$ cat src/sv/blprd_pkg.sv
// ----------------------------------------------------------------------------
// blprd_pkg: shared types and constants of the long press release detector
// Time width, configuration register codes and reset values, detector state.
// ----------------------------------------------------------------------------
package blprd_pkg;

  // timestamp width used by the detector (low bits of now_ms)
  localparam int unsigned TimeBits   = 64;
  localparam int unsigned NowBits    = 64;
  localparam int unsigned CfgDataW   = 16;
  localparam int unsigned CfgIdxW    = 1;

  typedef logic [TimeBits-1:0] time_t;
  typedef logic [CfgDataW-1:0] cfg_data_t;
  typedef logic [CfgIdxW-1:0]  cfg_idx_t;

  // configuration register indexes
  localparam cfg_idx_t RegDebounceTime = 1'd0;
  localparam cfg_idx_t RegHoldTime     = 1'd1;

  // configuration reset values
  localparam cfg_data_t DebounceTimeRst = 16'd50;
  localparam cfg_data_t HoldTimeRst     = 16'd3000;

  // input item kinds
  localparam logic KindObserve = 1'b0;
  localparam logic KindRestart = 1'b1;

  // detector state carried from item to item
  typedef struct packed {
    logic  raw_level;
    time_t raw_change_time;
    logic  stable_level;
    logic  stable_valid;
    logic  armed;
    logic  hold_active;
    time_t press_start_time;
    time_t last_seen_time;
  } det_state_t;

endpackage

$ cat src/sv/blprd_if.sv
// ----------------------------------------------------------------------------
// blprd channel interfaces
// Valid/ready channels for samples, result flags and configuration writes.
// ----------------------------------------------------------------------------

// sample channel
interface blprd_in_if;
  logic                             valid;
  logic                             ready;
  logic                             kind;
  logic                             btn_down;
  logic [blprd_pkg::NowBits-1:0]    now_ms;

  modport source (output valid, kind, btn_down, now_ms, input ready);
  modport sink   (input valid, kind, btn_down, now_ms, output ready);
endinterface

// result channel
interface blprd_out_if;
  logic valid;
  logic ready;
  logic long_release;

  modport source (output valid, long_release, input ready);
  modport sink   (input valid, long_release, output ready);
endinterface

// configuration write channel
interface blprd_cfg_if;
  logic                  valid;
  logic                  ready;
  blprd_pkg::cfg_idx_t   index;
  blprd_pkg::cfg_data_t  data;

  modport source (output valid, index, data, input ready);
  modport sink   (input valid, index, data, output ready);
endinterface

$ cat src/sv/button_long_press_release_detector.sv
// ----------------------------------------------------------------------------
// button_long_press_release_detector: long press release detector
// Debounces timestamped button samples and flags releases of long presses.
// ----------------------------------------------------------------------------
//
//   port   | dir | payload                         | role
//   -------+-----+---------------------------------+---------------------------
//   in_i   | in  | kind, btn_down, now_ms          | one sample per transfer
//   out_o  | out | long_release                    | one flag per sample
//   cfg_i  | in  | index, data                     | debounce / hold time write
//
// A sample is captured in the input register, then its flag lands in the
// result register once that register is free to take it.
// One sample per cycle sustained while out_o is ready; the single state update per cycle sets it.
// A stalled result holds the result register, and the input register takes
// one more sample before the input side stalls.
// Reset clears all detector state and loads debounce 50 ms, hold 3000 ms.
//
module button_long_press_release_detector (
  input  logic          clk_i,
  input  logic          rst_ni,
  blprd_in_if.sink      in_i,
  blprd_out_if.source   out_o,
  blprd_cfg_if.sink     cfg_i
);
  import blprd_pkg::*;

  cfg_data_t  debounce_time_q;
  cfg_data_t  hold_time_q;

  logic                s1_valid_q;
  logic                s1_kind_q;
  logic                s1_pressed_q;
  logic [NowBits-1:0]  s1_now_q;

  logic        out_valid_q;
  logic        out_flag_q;

  det_state_t  state_q;
  det_state_t  state_d;
  logic        flag_d;

  logic        advance;
  logic        in_xfer;
  logic        in_ready_w;

  // configuration registers, always ready
  assign cfg_i.ready = 1'b1;

  always_ff @(posedge clk_i or negedge rst_ni) begin
    if (!rst_ni) begin
      debounce_time_q <= DebounceTimeRst;
      hold_time_q     <= HoldTimeRst;
    end else if (cfg_i.valid) begin
      unique case (cfg_i.index)
        RegDebounceTime: debounce_time_q <= cfg_i.data;
        RegHoldTime:     hold_time_q     <= cfg_i.data;
        default: ;
      endcase
    end
  end

  // handshake: input register moves on when the result register frees up
  assign advance     = s1_valid_q && (!out_valid_q || out_o.ready);
  assign in_ready_w  = !s1_valid_q || advance;
  assign in_i.ready  = in_ready_w;
  assign in_xfer     = in_i.valid && in_ready_w;

  // input register
  always_ff @(posedge clk_i or negedge rst_ni) begin
    if (!rst_ni) begin
      s1_valid_q <= 1'b0;
    end else if (in_ready_w) begin
      s1_valid_q <= in_i.valid;
    end
  end

  always_ff @(posedge clk_i) begin
    if (in_xfer) begin
      s1_kind_q    <= in_i.kind;
      s1_pressed_q <= in_i.btn_down;
      s1_now_q     <= in_i.now_ms;
    end
  end

  // per-sample logic
  blprd_step u_step (
    .state_i         (state_q),
    .kind_i          (s1_kind_q),
    .btn_down_i      (s1_pressed_q),
    .now_ms_i        (s1_now_q),
    .debounce_time_i (debounce_time_q),
    .hold_time_i     (hold_time_q),
    .state_o         (state_d),
    .flag_o          (flag_d)
  );

  // detector state
  always_ff @(posedge clk_i or negedge rst_ni) begin
    if (!rst_ni) begin
      state_q <= '0;
    end else if (advance) begin
      state_q <= state_d;
    end
  end

  // result register
  always_ff @(posedge clk_i or negedge rst_ni) begin
    if (!rst_ni) begin
      out_valid_q <= 1'b0;
    end else if (!out_valid_q || out_o.ready) begin
      out_valid_q <= s1_valid_q;
    end
  end

  always_ff @(posedge clk_i) begin
    if (advance) begin
      out_flag_q <= flag_d;
    end
  end

  assign out_o.valid        = out_valid_q;
  assign out_o.long_release = out_flag_q;

  // checks
  a_hold_needs_armed : assert property (@(posedge clk_i) disable iff (!rst_ni)
    state_q.hold_active |-> state_q.armed)
    else $error("hold timing active while detector not armed");

  a_armed_needs_stable : assert property (@(posedge clk_i) disable iff (!rst_ni)
    state_q.armed |-> state_q.stable_valid)
    else $error("detector armed without a stable level");

  a_state_only_on_advance : assert property (@(posedge clk_i) disable iff (!rst_ni)
    !advance |=> $stable(state_q))
    else $error("detector state changed without a sample");

  a_flag_ends_hold : assert property (@(posedge clk_i) disable iff (!rst_ni)
    (advance && flag_d) |=> !state_q.hold_active)
    else $error("hold still active after release flag");

  a_stage_holds : assert property (@(posedge clk_i) disable iff (!rst_ni)
    (s1_valid_q && out_valid_q && !out_o.ready) |=> (s1_valid_q && $stable(s1_now_q)))
    else $error("input register lost a sample while result stalled");

endmodule

$ cat src/sv/blprd_step.sv
// ----------------------------------------------------------------------------
// blprd_step: next-state logic for one button sample
// Debounce, arming, hold timing and release flag, all combinational.
// ----------------------------------------------------------------------------
module blprd_step (
  input  blprd_pkg::det_state_t            state_i,
  input  logic                             kind_i,
  input  logic                             btn_down_i,
  input  logic [blprd_pkg::NowBits-1:0]    now_ms_i,
  input  blprd_pkg::cfg_data_t             debounce_time_i,
  input  blprd_pkg::cfg_data_t             hold_time_i,
  output blprd_pkg::det_state_t            state_o,
  output logic                             flag_o
);
  import blprd_pkg::*;

  time_t t;
  time_t since_edge;
  time_t held;
  logic  restart;
  logic  debounced;
  logic  long_enough;

  // timestamp and time differences, modulo the time width
  assign t           = now_ms_i[TimeBits-1:0];
  assign since_edge  = t - state_i.raw_change_time;
  assign held        = state_i.raw_change_time - state_i.press_start_time;
  assign restart     = (kind_i == KindRestart) || (t < state_i.last_seen_time);
  assign debounced   = since_edge >= time_t'(debounce_time_i);
  assign long_enough = held >= time_t'(hold_time_i);

  // sample update
  always_comb begin
    state_o = state_i;
    flag_o  = 1'b0;
    priority if (restart) begin
      state_o                 = '0;
      state_o.raw_level       = btn_down_i;
      state_o.raw_change_time = t;
      state_o.last_seen_time  = t;
    end else if (btn_down_i != state_i.raw_level) begin
      state_o.last_seen_time  = t;
      state_o.raw_level       = btn_down_i;
      state_o.raw_change_time = t;
    end else if (!debounced ||
                 (state_i.stable_valid && state_i.stable_level == state_i.raw_level)) begin
      state_o.last_seen_time = t;
    end else begin
      state_o.last_seen_time = t;
      state_o.stable_valid   = 1'b1;
      state_o.stable_level   = state_i.raw_level;
      priority if (state_i.raw_level) begin
        // stable press: start timing once armed
        if (state_i.armed) begin
          state_o.hold_active      = 1'b1;
          state_o.press_start_time = state_i.raw_change_time;
        end
      end else if (!state_i.armed) begin
        // first stable release arms the detector
        state_o.armed       = 1'b1;
        state_o.hold_active = 1'b0;
      end else if (state_i.hold_active) begin
        state_o.hold_active = 1'b0;
        flag_o              = long_enough;
      end else begin
        // armed release with no hold running: only the stable level and last-seen time move
      end
    end
  end

endmodule
$ cat src/flat_wrapper.sv
// flat-port wrapper written by rule: the top's interface ports become plain ports
module button_long_press_release_detector_flat import blprd_pkg::*;
  (clk_i, rst_ni, in_i_valid, in_i_kind, in_i_btn_down, in_i_now_ms, in_i_ready, out_o_valid, out_o_long_release, out_o_ready, cfg_i_valid, cfg_i_index, cfg_i_data, cfg_i_ready);
  blprd_in_if in_i_i ();
  blprd_out_if out_o_i ();
  blprd_cfg_if cfg_i_i ();
  input  logic clk_i;
  input  logic rst_ni;
  input wire logic [$bits(in_i_i.valid)-1:0] in_i_valid;
  input wire logic [$bits(in_i_i.kind)-1:0] in_i_kind;
  input wire logic [$bits(in_i_i.btn_down)-1:0] in_i_btn_down;
  input wire logic [$bits(in_i_i.now_ms)-1:0] in_i_now_ms;
  output wire logic [$bits(in_i_i.ready)-1:0] in_i_ready;
  output wire logic [$bits(out_o_i.valid)-1:0] out_o_valid;
  output wire logic [$bits(out_o_i.long_release)-1:0] out_o_long_release;
  input wire logic [$bits(out_o_i.ready)-1:0] out_o_ready;
  input wire logic [$bits(cfg_i_i.valid)-1:0] cfg_i_valid;
  input wire logic [$bits(cfg_i_i.index)-1:0] cfg_i_index;
  input wire logic [$bits(cfg_i_i.data)-1:0] cfg_i_data;
  output wire logic [$bits(cfg_i_i.ready)-1:0] cfg_i_ready;
  assign in_i_i.valid = in_i_valid;
  assign in_i_i.kind = in_i_kind;
  assign in_i_i.btn_down = in_i_btn_down;
  assign in_i_i.now_ms = in_i_now_ms;
  assign in_i_ready = in_i_i.ready;
  assign out_o_valid = out_o_i.valid;
  assign out_o_long_release = out_o_i.long_release;
  assign out_o_i.ready = out_o_ready;
  assign cfg_i_i.valid = cfg_i_valid;
  assign cfg_i_i.index = cfg_i_index;
  assign cfg_i_i.data = cfg_i_data;
  assign cfg_i_ready = cfg_i_i.ready;
  button_long_press_release_detector u_core (.clk_i(clk_i), .rst_ni(rst_ni), .in_i(in_i_i), .out_o(out_o_i), .cfg_i(cfg_i_i));
endmodule
$ cat config.mk
export PLATFORM = sky130hd
export DESIGN_NAME = button_long_press_release_detector_flat
export DESIGN_NICKNAME = d
export VERILOG_FILES = /design/src/sv/blprd_pkg.sv /design/src/sv/blprd_if.sv /design/src/sv/button_long_press_release_detector.sv /design/src/sv/blprd_step.sv /design/src/flat_wrapper.sv
export SDC_FILE = /design/constraint.sdc
export NUM_CORES = 1
export LEC_CHECK = 0
export ABC_CLOCK_PERIOD_IN_PS = 14700
export BUFFER_PORTS_ARGS = -buffer_cell sky130_fd_sc_hd__buf_2
export CAP_MARGIN = 0
export CORE_MARGIN = 2
export CORE_UTILIZATION = 65
export CTS_CLUSTER_SIZE = 16
export DETAILED_ROUTE_END_ITERATION = 10
export HOLD_SLACK_MARGIN = 0.06
export PLACE_DENSITY = 0.83
export SYNTH_ARGS = -nofsm -noshare
export SYNTH_HDL_FRONTEND = slang
export SYNTH_SLANG_ARGS = --single-unit
export TNS_END_PERCENT = 100
$ cat constraint.sdc
create_clock -name clk_i -period 14.7 [get_ports clk_i]
set_input_delay 0.735 -clock clk_i [delete_from_list [all_inputs] [get_ports clk_i]]
set_output_delay 0.735 -clock clk_i [all_outputs]
set_load 0.1 [all_outputs]
# Word-level counts from Yosys, hierarchy flattened

Cells that the tools add are included.

Word-level logic and storage cells: 59
Bits in writable memories: 0
Bits in read-only memories: 0
Memories kept: 0
Bits in registers: 298
Output and inout bits: 4
Bits in latches: 0

Reductions and logical operators: 21
Bitwise logic cells: 3
Shifts and indexed selects: 0
Add/subtract/negate cells: 2
Equality and inequality tests: 6
Order comparisons: 3
Multiply operators: 0
Div/mod/pow operators: 0
Multiplexer cells: 8

Operators with widths:

| operator                                     | count |
|---|---|
| two-way mux 197 bit                          | 1 |
| two-way mux 68 bit                           | 2 |
| two-way mux 65 bit                           | 2 |
| greater-or-equal comparator 64 x 16 -> 1 bit | 2 |
| subtractor 64 bit                            | 2 |
| less-than comparator 64 bit                  | 1 |
| two-way mux 64 bit                           | 1 |
| AND reduction 4 bit                          | 2 |
| != test 2 bit, second input constant         | 3 |
| AND reduction 2 bit                          | 3 |
| nonzero test 2 bit                           | 3 |
| OR reduction 6 bit                           | 1 |
| AND reduction 5 bit                          | 1 |
| logical OR 1 bit                             | 4 |
| logical AND 1 bit                            | 3 |
| zero test 1 bit                              | 3 |
| != test 3 bit, second input constant         | 1 |
| NOT 1 bit                                    | 3 |
| AND reduction 3 bit                          | 1 |
| two-way mux 1 bit                            | 2 |
| == test 1 bit                                | 1 |
| != test 1 bit                                | 1 |

# Logic depth before layout (Yosys ltp)

Gate-level depths: netlist of the first run.

Depth after elaboration: 7
Mapped depth: 27
Mapped depth without buffers: 25

# Hierarchy

From an unflattened synthesis of the first run, not the netlist that was laid out.

Cells, all modules: 2835
Area total of the unflattened synthesis: 25639.6 sq um

Modules (own cells, without submodules):

| module                             | sequential area each (sq um) | area each (sq um) | cells an instance | times used |
|---|---|---|---|---|
| blprd_step                         | 0.0                          | 14440.1           | 2273              | 1 |
| button_long_press_release_detector | 7805.0                       | 11199.5           | 562               | 1 |

# Worst setup path before layout of the first run

Ideal clock, no wire load.

Path type: register -> register
Start point: register u_core.s1_now_q[0]
End point: register u_core.state_q[100] (netlist bit)
Data arrival time: 5.166 ns
Setup slack: 9.467 ns
Required time: 14.634 ns
Cell stages (with the launch flop): 28
Path buffers: 2
Cell sequence: edfxtp_1 inv_1 ha_1 inv_1 fa_1 a211oi_1 o21ai_1 inv_1 o21ai_0 nand2_1 nand2_1 a21oi_1 xnor2_1 ha_1 and3_1 a221oi_1 o32a_1 o21ai_0 a211o_1 nor4_1 nand4_1 or4_1 nor4_1 and4b_1 buf_4 a2bb2oi_4 buf_6 a22o_1

Cells in the longest elaborated chain, start to end: 6
Elaborated cells between the ends (all ways): 12
Those cells by class: add/sub (1); order compare (2); eq/ne (2); mux (1); reduce/logical (6)

Ends and longest elaborated chain:

| what                                         | line                                      | source |
|---|---|---|
| start: declaration                           | button_long_press_release_detector.sv:34  | `logic [NowBits-1:0] s1_now_q;` |
| start signal: assignment                     | button_long_press_release_detector.sv:82  | `s1_now_q <= in_i.now_ms;` |
| subtractor 64 bit                            | blprd_step.sv:26                          | `assign since_edge = t - state_i.raw_change_time;` |
| greater-or-equal comparator 64 x 16 -> 1 bit | blprd_step.sv:29                          | `assign debounced = since_edge >= time_t'(debounce_time_i);` |
| zero test 1 bit                              | blprd_step.sv:45                          | `end else if (!debounced \|\|` |
| logical OR 1 bit                             | blprd_step.sv:45                          |  |
| != test 2 bit (no line)                      | --                                        |  |
| AND reduction 5 bit (no line)                | --                                        |  |
| end signal: assignment                       | button_long_press_release_detector.sv:103 | `state_q <= state_d;` |
| end: declaration                             | button_long_press_release_detector.sv:39  | `det_state_t state_q;` |

Parallel ways exist; a longest one is shown, timed or not.
A chain may end at the register's enable or synchronous reset.

# Worst setup path after layout of the first run

Start point: register u_core.s1_now_q[0]
End point: register u_core.state_q[71] (netlist bit)

Same word-level chain as after synthesis.

==> results.md, run 1 <==
* I/O pin cnt at 92
* Power per cell area at 153 nW/um^2
* Initial antenna violation count at 2
* Worst Path Required at 15.20 ns
* Worst Hold Class: in -> async
* Fill cell count at 2552
* RSZ-0062 raised after global routing: false
* Endpoints failing setup at 0
* Reg2reg end: u_core.state_q[71]
* Main flop type after synthesis: dfrtp_1
* Synthesized Nets at 2767
* CTS sink cnt at 298
* Worst-margin pin slew at 0.980 ns
* CTS Buf Count at 31
* EDFF count, synth at 67
* Drt total wl at 63800 um
* Synth Register Bits at 298
* CTS Hold Bufs at 0
* CP max stage delay at 0.56 ns
* Clk buf depth at 3
* Avg WL per Cell at 21.6 um
* DIE AREA at 35200 um^2
* Placed cell count at 2897
* Nets at 2793
* Critical path peak fanout at 64
* Worst r2r src: u_core.s1_now_q[0]
* Max cap viols at 0
* YS warnings at 0
* Final Slew Violations at 0
* Crit Path Class: reg -> reg
* Avg Inst Size Synth at 8.92 um^2
* CP max stage cell: or4_1
* Fin util at 0.709
* Vias in the first global route at 18610
* Seq/Total Area, Yosys at 0.356
* Max-slew headroom at 0.347
* Row Count at 67
* Final Cycle Share at 0.462
* Placer congestion estimate at 1.04
* Peak VDD IR at 0.145 mV
* CP arrival at 7.30 ns
* Share of layout cells above drive strength 1 at 0.0986
* Status: completed
* Root buffer cell: clkbuf_16
* Hold WS at 0.158 ns
* Crit. End Element: register
* CTS tree: built
* Register-to-register path setup slack at 7.90 ns
* F_max at 147 MHz
* Post-synth cell types at 86
* Starting Density at 0.657
* Vias post-DR at 19213
* Port Buf Inserts at 90
* Total iterations of the first detailed-routing run at 7
* Syn Inst Count at 2456
* Layout area overhead at 7.93%
* Cell Count, Final, Fillers Out at 2956
* Pleak at 0.0104 uW
* Most frequent CP cell: inv_1
* DRC at 0
* Fin crit period at 6.80 ns
* Final Hold Fails at 0
* FFs w/ async S/R, synth at 0.775
* H-tree Lvls at 1
* DRT antenna net count at 0
* Vias per cell at 6.50
* Fin Clk Skew at 0.0257 ns
* Worst reg-to-reg path cell count at 26
* Core area at 33400 um^2
* Largest net degree at the start of global routing at 97
* Most frequent cells in the layout: 253 x inv_1, 238 x nand2_1, 221 x ha_1, 221 x dfrtp_1, 174 x a21oi_1
* # resized after CTS at 0
* First-pass GRT wire length at 101000 um
* Most common cell after layout, fill and taps aside: inv_1
* Post-CTS setup buffers at 0
* Dpl hpwl at 49800 um
* Overall Global Routing Usage at 0.362
* Congestion Overflow GR at 0
* 1st-iter DRT viols at 1886
* Worst-path clk slew at 0.06 ns
* Die width at 188 um
* Worst-skew pair later-pin latency at 0.59 ns
* Setup TNS at 0 ns
* Die height at 188 um
* CP startpoint kind: register
* Area of the mapped netlist at 21900 um^2
==> cell families (layout without fill, tap and decap cells) <==
kind of cell	count (synthesis)	count (layout)	synth area share
compound gates	757	757	0.229
simple gates	641	641	0.142
buf+inv	360	410	0.0644
flops	298	298	0.356
fa+ha+maj	223	223	0.128
mux	90	90	0.0457
xor+xnor	86	86	0.0344
other cells	1	3	0.000171
==> power breakdown <==
group	switching (uW)	internal (uW)	total, uW
logic	1060	654	1710
registers	130	955	1080
clock network	326	505	831
total	1510	2110	3630
==> per-layer routing <==
metal / part of all wire / global-route usage / routed length (um) / up-vias
met1: 0.45 / 0.541 / 28400 / 9184
met5: 0 / 0 / 0 / -
li1: - / - / - / 8993
met2: 0.43 / 0.542 / 27500 / 912
met3: 0.096 / 0.0597 / 6120 / 124
met4: 0.027 / 0.106 / 1750 / 0
==> worst max-delay path: cells and delay by family (launching register included) <==
family,cells,cell delay (ns)
compound gates,10,2.20
xor+xnor,1,0.14
fa+ha+maj,3,0.88
buf+inv,4,0.81
flops,1,0.40
simple gates,8,2.27
==> synthesized netlist by cell type (48+ instances only) <==
cell / number / area, um^2
a21oi_1: 174 / 871
nand2_1: 238 / 893
a22o_1: 66 / 578
a21o_1: 84 / 631
edfxtp_1: 67 / 2010
nor2_1: 114 / 428
inv_1: 253 / 950
nand4_1: 70 / 438
xnor2_1: 48 / 420
mux2_2: 71 / 800
ha_1: 221 / 2770
clkbuf_1: 90 / 338
o21ai_0: 155 / 776
dfrtp_1: 221 / 5530
==> state kept, by name, indices dropped and copies added (netlist names) <==
| register | count |
|---|---|
| u_core.out_o.long_release | 1 |
| u_core.s1_kind_q | 1 |
| u_core.debounce_time_q | 16 |
| u_core.out_o.valid | 1 |
| u_core.s1_valid_q | 1 |
| u_core.s1_now_q | 64 |
| u_core.hold_time_q | 16 |
| u_core.s1_pressed_q | 1 |
| u_core.state_q | 197 |
==> cell type report <==
type,count,area (um^2),area share
multi-input cells,1798,12700,0.538
flip-flops and latches,298,7800,0.330
inverters,254,955,0.0404
clock buffers,45,888,0.0376
well taps,448,561,0.0237
repair buffers,99,528,0.0223
clock inverters,12,193,0.00815
diodes,2,5.00,0.000212
==> worst max path at each step <==
stage	startpoint	endpoint	slack, ns
4_1_cts	u_core.s1_now_q[0]	u_core.state_q[71]	8.02
3_5_place_dp	u_core.s1_now_q[0]	u_core.state_q[71]	8.12
5_1_grt	u_core.s1_now_q[0]	u_core.state_q[87]	7.50
6_report	u_core.s1_now_q[0]	u_core.state_q[71]	7.90
2_1_floorplan	u_core.s1_now_q[0]	u_core.state_q[100]	9.47
3_3_place_gp	u_core.s1_now_q[0]	u_core.state_q[67]	8.39
==> per-stage QoR <==
stage | setup WS, ns | total power [uW] | instance area (um^2)
after floorplan | 9.47 | 2270 | 21900
after global placement | 8.39 | 2690 | 22600
after detailed placement | 8.12 | 2740 | 22600
after CTS | 8.02 | 3580 | 23600
after global routing | 7.50 | 3830 | 23600
final | 7.90 | 3630 | 23600
No activity file was read; power rests on OpenSTA's default activity.
==> inputs of run 2 (changes only) <==
--- a/config.mk
+++ b/config.mk
@@ -5,15 +5,16 @@
 export SDC_FILE = /design/constraint.sdc
 export NUM_CORES = 1
 export LEC_CHECK = 0
-export ABC_CLOCK_PERIOD_IN_PS = 14700
+export ABC_AREA = 1
+export ABC_CLOCK_PERIOD_IN_PS = 5700
 export BUFFER_PORTS_ARGS = -buffer_cell sky130_fd_sc_hd__buf_2
 export CAP_MARGIN = 0
 export CORE_MARGIN = 2
-export CORE_UTILIZATION = 65
+export CORE_UTILIZATION = 58
 export CTS_CLUSTER_SIZE = 16
 export DETAILED_ROUTE_END_ITERATION = 10
 export HOLD_SLACK_MARGIN = 0.06
-export PLACE_DENSITY = 0.83
+export PLACE_DENSITY = 0.78
 export SYNTH_ARGS = -nofsm -noshare
 export SYNTH_HDL_FRONTEND = slang
 export SYNTH_SLANG_ARGS = --single-unit
==> constraint.sdc (replaced) <==
create_clock -name clk_i -period 5.7 [get_ports clk_i]
set_input_delay 0.285 -clock clk_i [delete_from_list [all_inputs] [get_ports clk_i]]
set_output_delay 0.285 -clock clk_i [all_outputs]
set_load 0.1 [all_outputs]
==> run 2 against run 1 <==
Utilization decreased by 5.2 points; largest power group unchanged; global-route usage increased by 0.86 points; non-clock buffer count increased by 85; critical path type unchanged; sequential cell count unchanged; hold slack improved by 0.095 ns; cell count increased by 52%; maximum frequency increased by 43%.
==> results.md, run 2 <==
* First-pass GRT wire length at 126000 um
* Setup TNS at 0 ns
* Dpl hpwl at 64300 um
* Main flop type after synthesis: dfrtp_1
* Drt total wl at 81300 um
* Core area at 41900 um^2
* EDFF count, synth at 67
* Congestion Overflow GR at 0
* Worst-skew pair later-pin latency at 0.56 ns
* Pleak at 0.0146 uW
* Max cap viols at 0
* Commonest cells in the netlist: 1163 x nand2_1, 756 x inv_1, 384 x nor2_1, 245 x o21ai_0
* CP arrival at 5.25 ns
* Synth area leader: dfrtp_1
* CTS tree: built
* CTS sink cnt at 298
* Overall Global Routing Usage at 0.370
* Largest regs: u_core.state_q (197), u_core.s1_now_q (64)
* Layout area overhead at 11.6%
* Syn Inst Count at 3789
* CTS Hold Bufs at 86
* FFs w/ async S/R, synth at 0.775
* Power per cell area at 541 nW/um^2
* Most frequent cells in the layout: 1160 x nand2_1, 754 x inv_1, 384 x nor2_1
* Share of the synthesized area in the top cell type at 0.224
* Seq/Total Area, Yosys at 0.316
* Die width at 210 um
* RSZ-0062 raised after global routing: false
* I/O pin cnt at 92
* DRT antenna net count at 0
* # resized after CTS at 0
* Avg Inst Size Synth at 6.52 um^2
* Register-to-register path setup slack at 0.93 ns
* Vias in the first global route at 23580
* Most common cell after layout, fill and taps aside: nand2_1
* CTS Buf Count at 34
* F_max at 210 MHz
* Worst r2r src: u_core.s1_now_q[0]
* Clk buf depth at 3
* Vias post-DR at 24805
* Worst reg-to-reg path cell count at 27
* Largest net degree at the start of global routing at 167
* Share of layout cells above drive strength 1 at 0.0429
* DIE AREA at 44200 um^2
* Max reg flops at 197
* CP startpoint kind: register
* Status: completed
* Critical path peak fanout at 64
* Starting Density at 0.589
* Die height at 210 um
* Worst Hold Class: in -> async
* Final Cycle Share at 0.836
* Worst-margin pin slew at 1.06 ns
* Synth Register Bits at 298
* Row Count at 75
* Post-CTS setup buffers at 0
* Root buffer cell: clkbuf_16
* Biggest register: u_core.state_q
* Vias per cell at 5.51
* YS warnings at 0
* Synthesized Nets at 4100
* Final Slew Violations at 0
* Crit. End Element: register
* Avg WL per Cell at 18.0 um
* Final Hold Fails at 0
* Fin Clk Skew at 0.0368 ns
* Placer congestion estimate at 1.04
* Area of the mapped netlist at 24700 um^2
* Endpoints failing setup at 0
* Worst-path clk slew at 0.06 ns
* 1st-iter DRT viols at 2508
* DRC at 0
* Max-slew headroom at 0.292
* Count leader, synth: nand2_1
* Reg2reg end: u_core.state_q[70]
* Area contributors post-synth: dfrtp_1 22%, nand2_1 18%, inv_1 11%, ha_1 11%, edfxtp_1 8.1%
* Total iterations of the first detailed-routing run at 8
* Initial antenna violation count at 2
* Post-synth cell types at 43
* Hold WS at 0.253 ns
* Fin crit period at 4.77 ns
* Peak VDD IR at 0.357 mV
* Port Buf Inserts at 90
* H-tree Lvls at 2
* Crit Path Class: reg -> reg
* Nets at 4250
* Worst Path Required at 6.18 ns
[run 2: changes by cell type after synthesis, moves of 47 or more]
cell / before / now
a21o_1: 84 / 9
a22o_1: 66 / 1
clkbuf_1: 90 / 43
inv_1: 253 / 756
mux2_2: 71 / 0
nand2_1: 238 / 1163
nand3_1: 32 / 141
nor2_1: 114 / 384
o21ai_0: 155 / 245
[run 2: metrics by stage]
| stage | instance area (um^2) | power, uW | cells | setup WS [ns] | utilization |
|---|---|---|---|---|---|
| final | 27600 | 14900 | 4504 | 0.933 | 0.657 |
| after global routing | 27500 | 16200 | 4503 | 0.485 | 0.657 |
| after CTS | 27500 | 14600 | 4502 | 1.05 | 0.657 |
| after detailed placement | 25600 | 12400 | 4356 | 1.10 | 0.610 |
| after global placement | 25600 | 12300 | 4356 | 1.25 | 0.610 |
| after floorplan | 24700 | 9760 | 3789 | 2.08 | - |
[run 2: cell type report]
cell class	instances	area, um^2
Timing Repair Buffer	184	1390
Fill cell	3902	14400
Multi-Input combinational cell	2664	13700
Tap cell	539	674
Clock buffer	48	997
Clock inverter	12	92.6
Inverter	757	2840
Antenna cell	2	5.00
Sequential cell	298	7800
[run 2: how the worst max path moves through the flow]
stage	depth (start not counted)	startpoint	endpoint
after floorplan	3	u_core.out_o.valid	u_core.s1_kind_q
after global placement	27	u_core.s1_now_q[0]	u_core.state_q[80]
after detailed placement	27	u_core.s1_now_q[0]	u_core.state_q[71]
after CTS	27	u_core.s1_now_q[0]	u_core.state_q[106]
after global routing	27	u_core.state_q[141]	u_core.state_q[106]
final	27	u_core.s1_now_q[0]	u_core.state_q[70]
[run 2: critical path, stage by stage (launching register included)]
cell,delay (ns)
edfxtp_1,0.35
inv_1,0.11
ha_1,0.15
inv_1,0.10
fa_1,0.43
nand3_1,0.15
nand3_1,0.24
nand3_1,0.14
nand3_1,0.13
xor2_1,0.17
ha_1,0.18
a21oi_1,0.12
nor2_1,0.05
a211oi_1,0.19
nand3_1,0.15
nor2_1,0.12
nand2_1,0.05
nor2_1,0.08
nand2_1,0.06
nor2_1,0.15
nand2_1,0.10
nor2_1,0.10
nand3_1,0.15
nand2_1,0.14
nand2_2,0.22
nand3_4,0.56
nand2_1,0.13
nand2_1,0.11
[run 2: kinds of logic after synthesis]
logic type,share of synthesized area
other,0.000152
buffers and inverters,0.128
xor gates and xnor gates,0.0213
DFF,0.316
adders and majority gates,0.114
and+or+nand+nor,0.310
AOI/OAI and AO/OA,0.111
[run 2: per-layer routing]
| metal | vias up | wire length [um] | track usage | part of all wire |
|---|---|---|---|---|
| li1 | 12229 | - | - | - |
| met5 | - | 0 | 0 | 0 |
| met2 | 986 | 34600 | 0.572 | 0.43 |
| met3 | 158 | 8020 | 0.0711 | 0.099 |
| met4 | 0 | 2600 | 0.119 | 0.032 |
| met1 | 11432 | 36100 | 0.525 | 0.44 |
[run 2: where the power goes]
group	internal [uW]	leakage [uW]	switching, uW
registers	2710	0.00356	521
clock network	1270	0.000539	923
logic	3140	0.0105	6340
total	7120	0.0146	7780
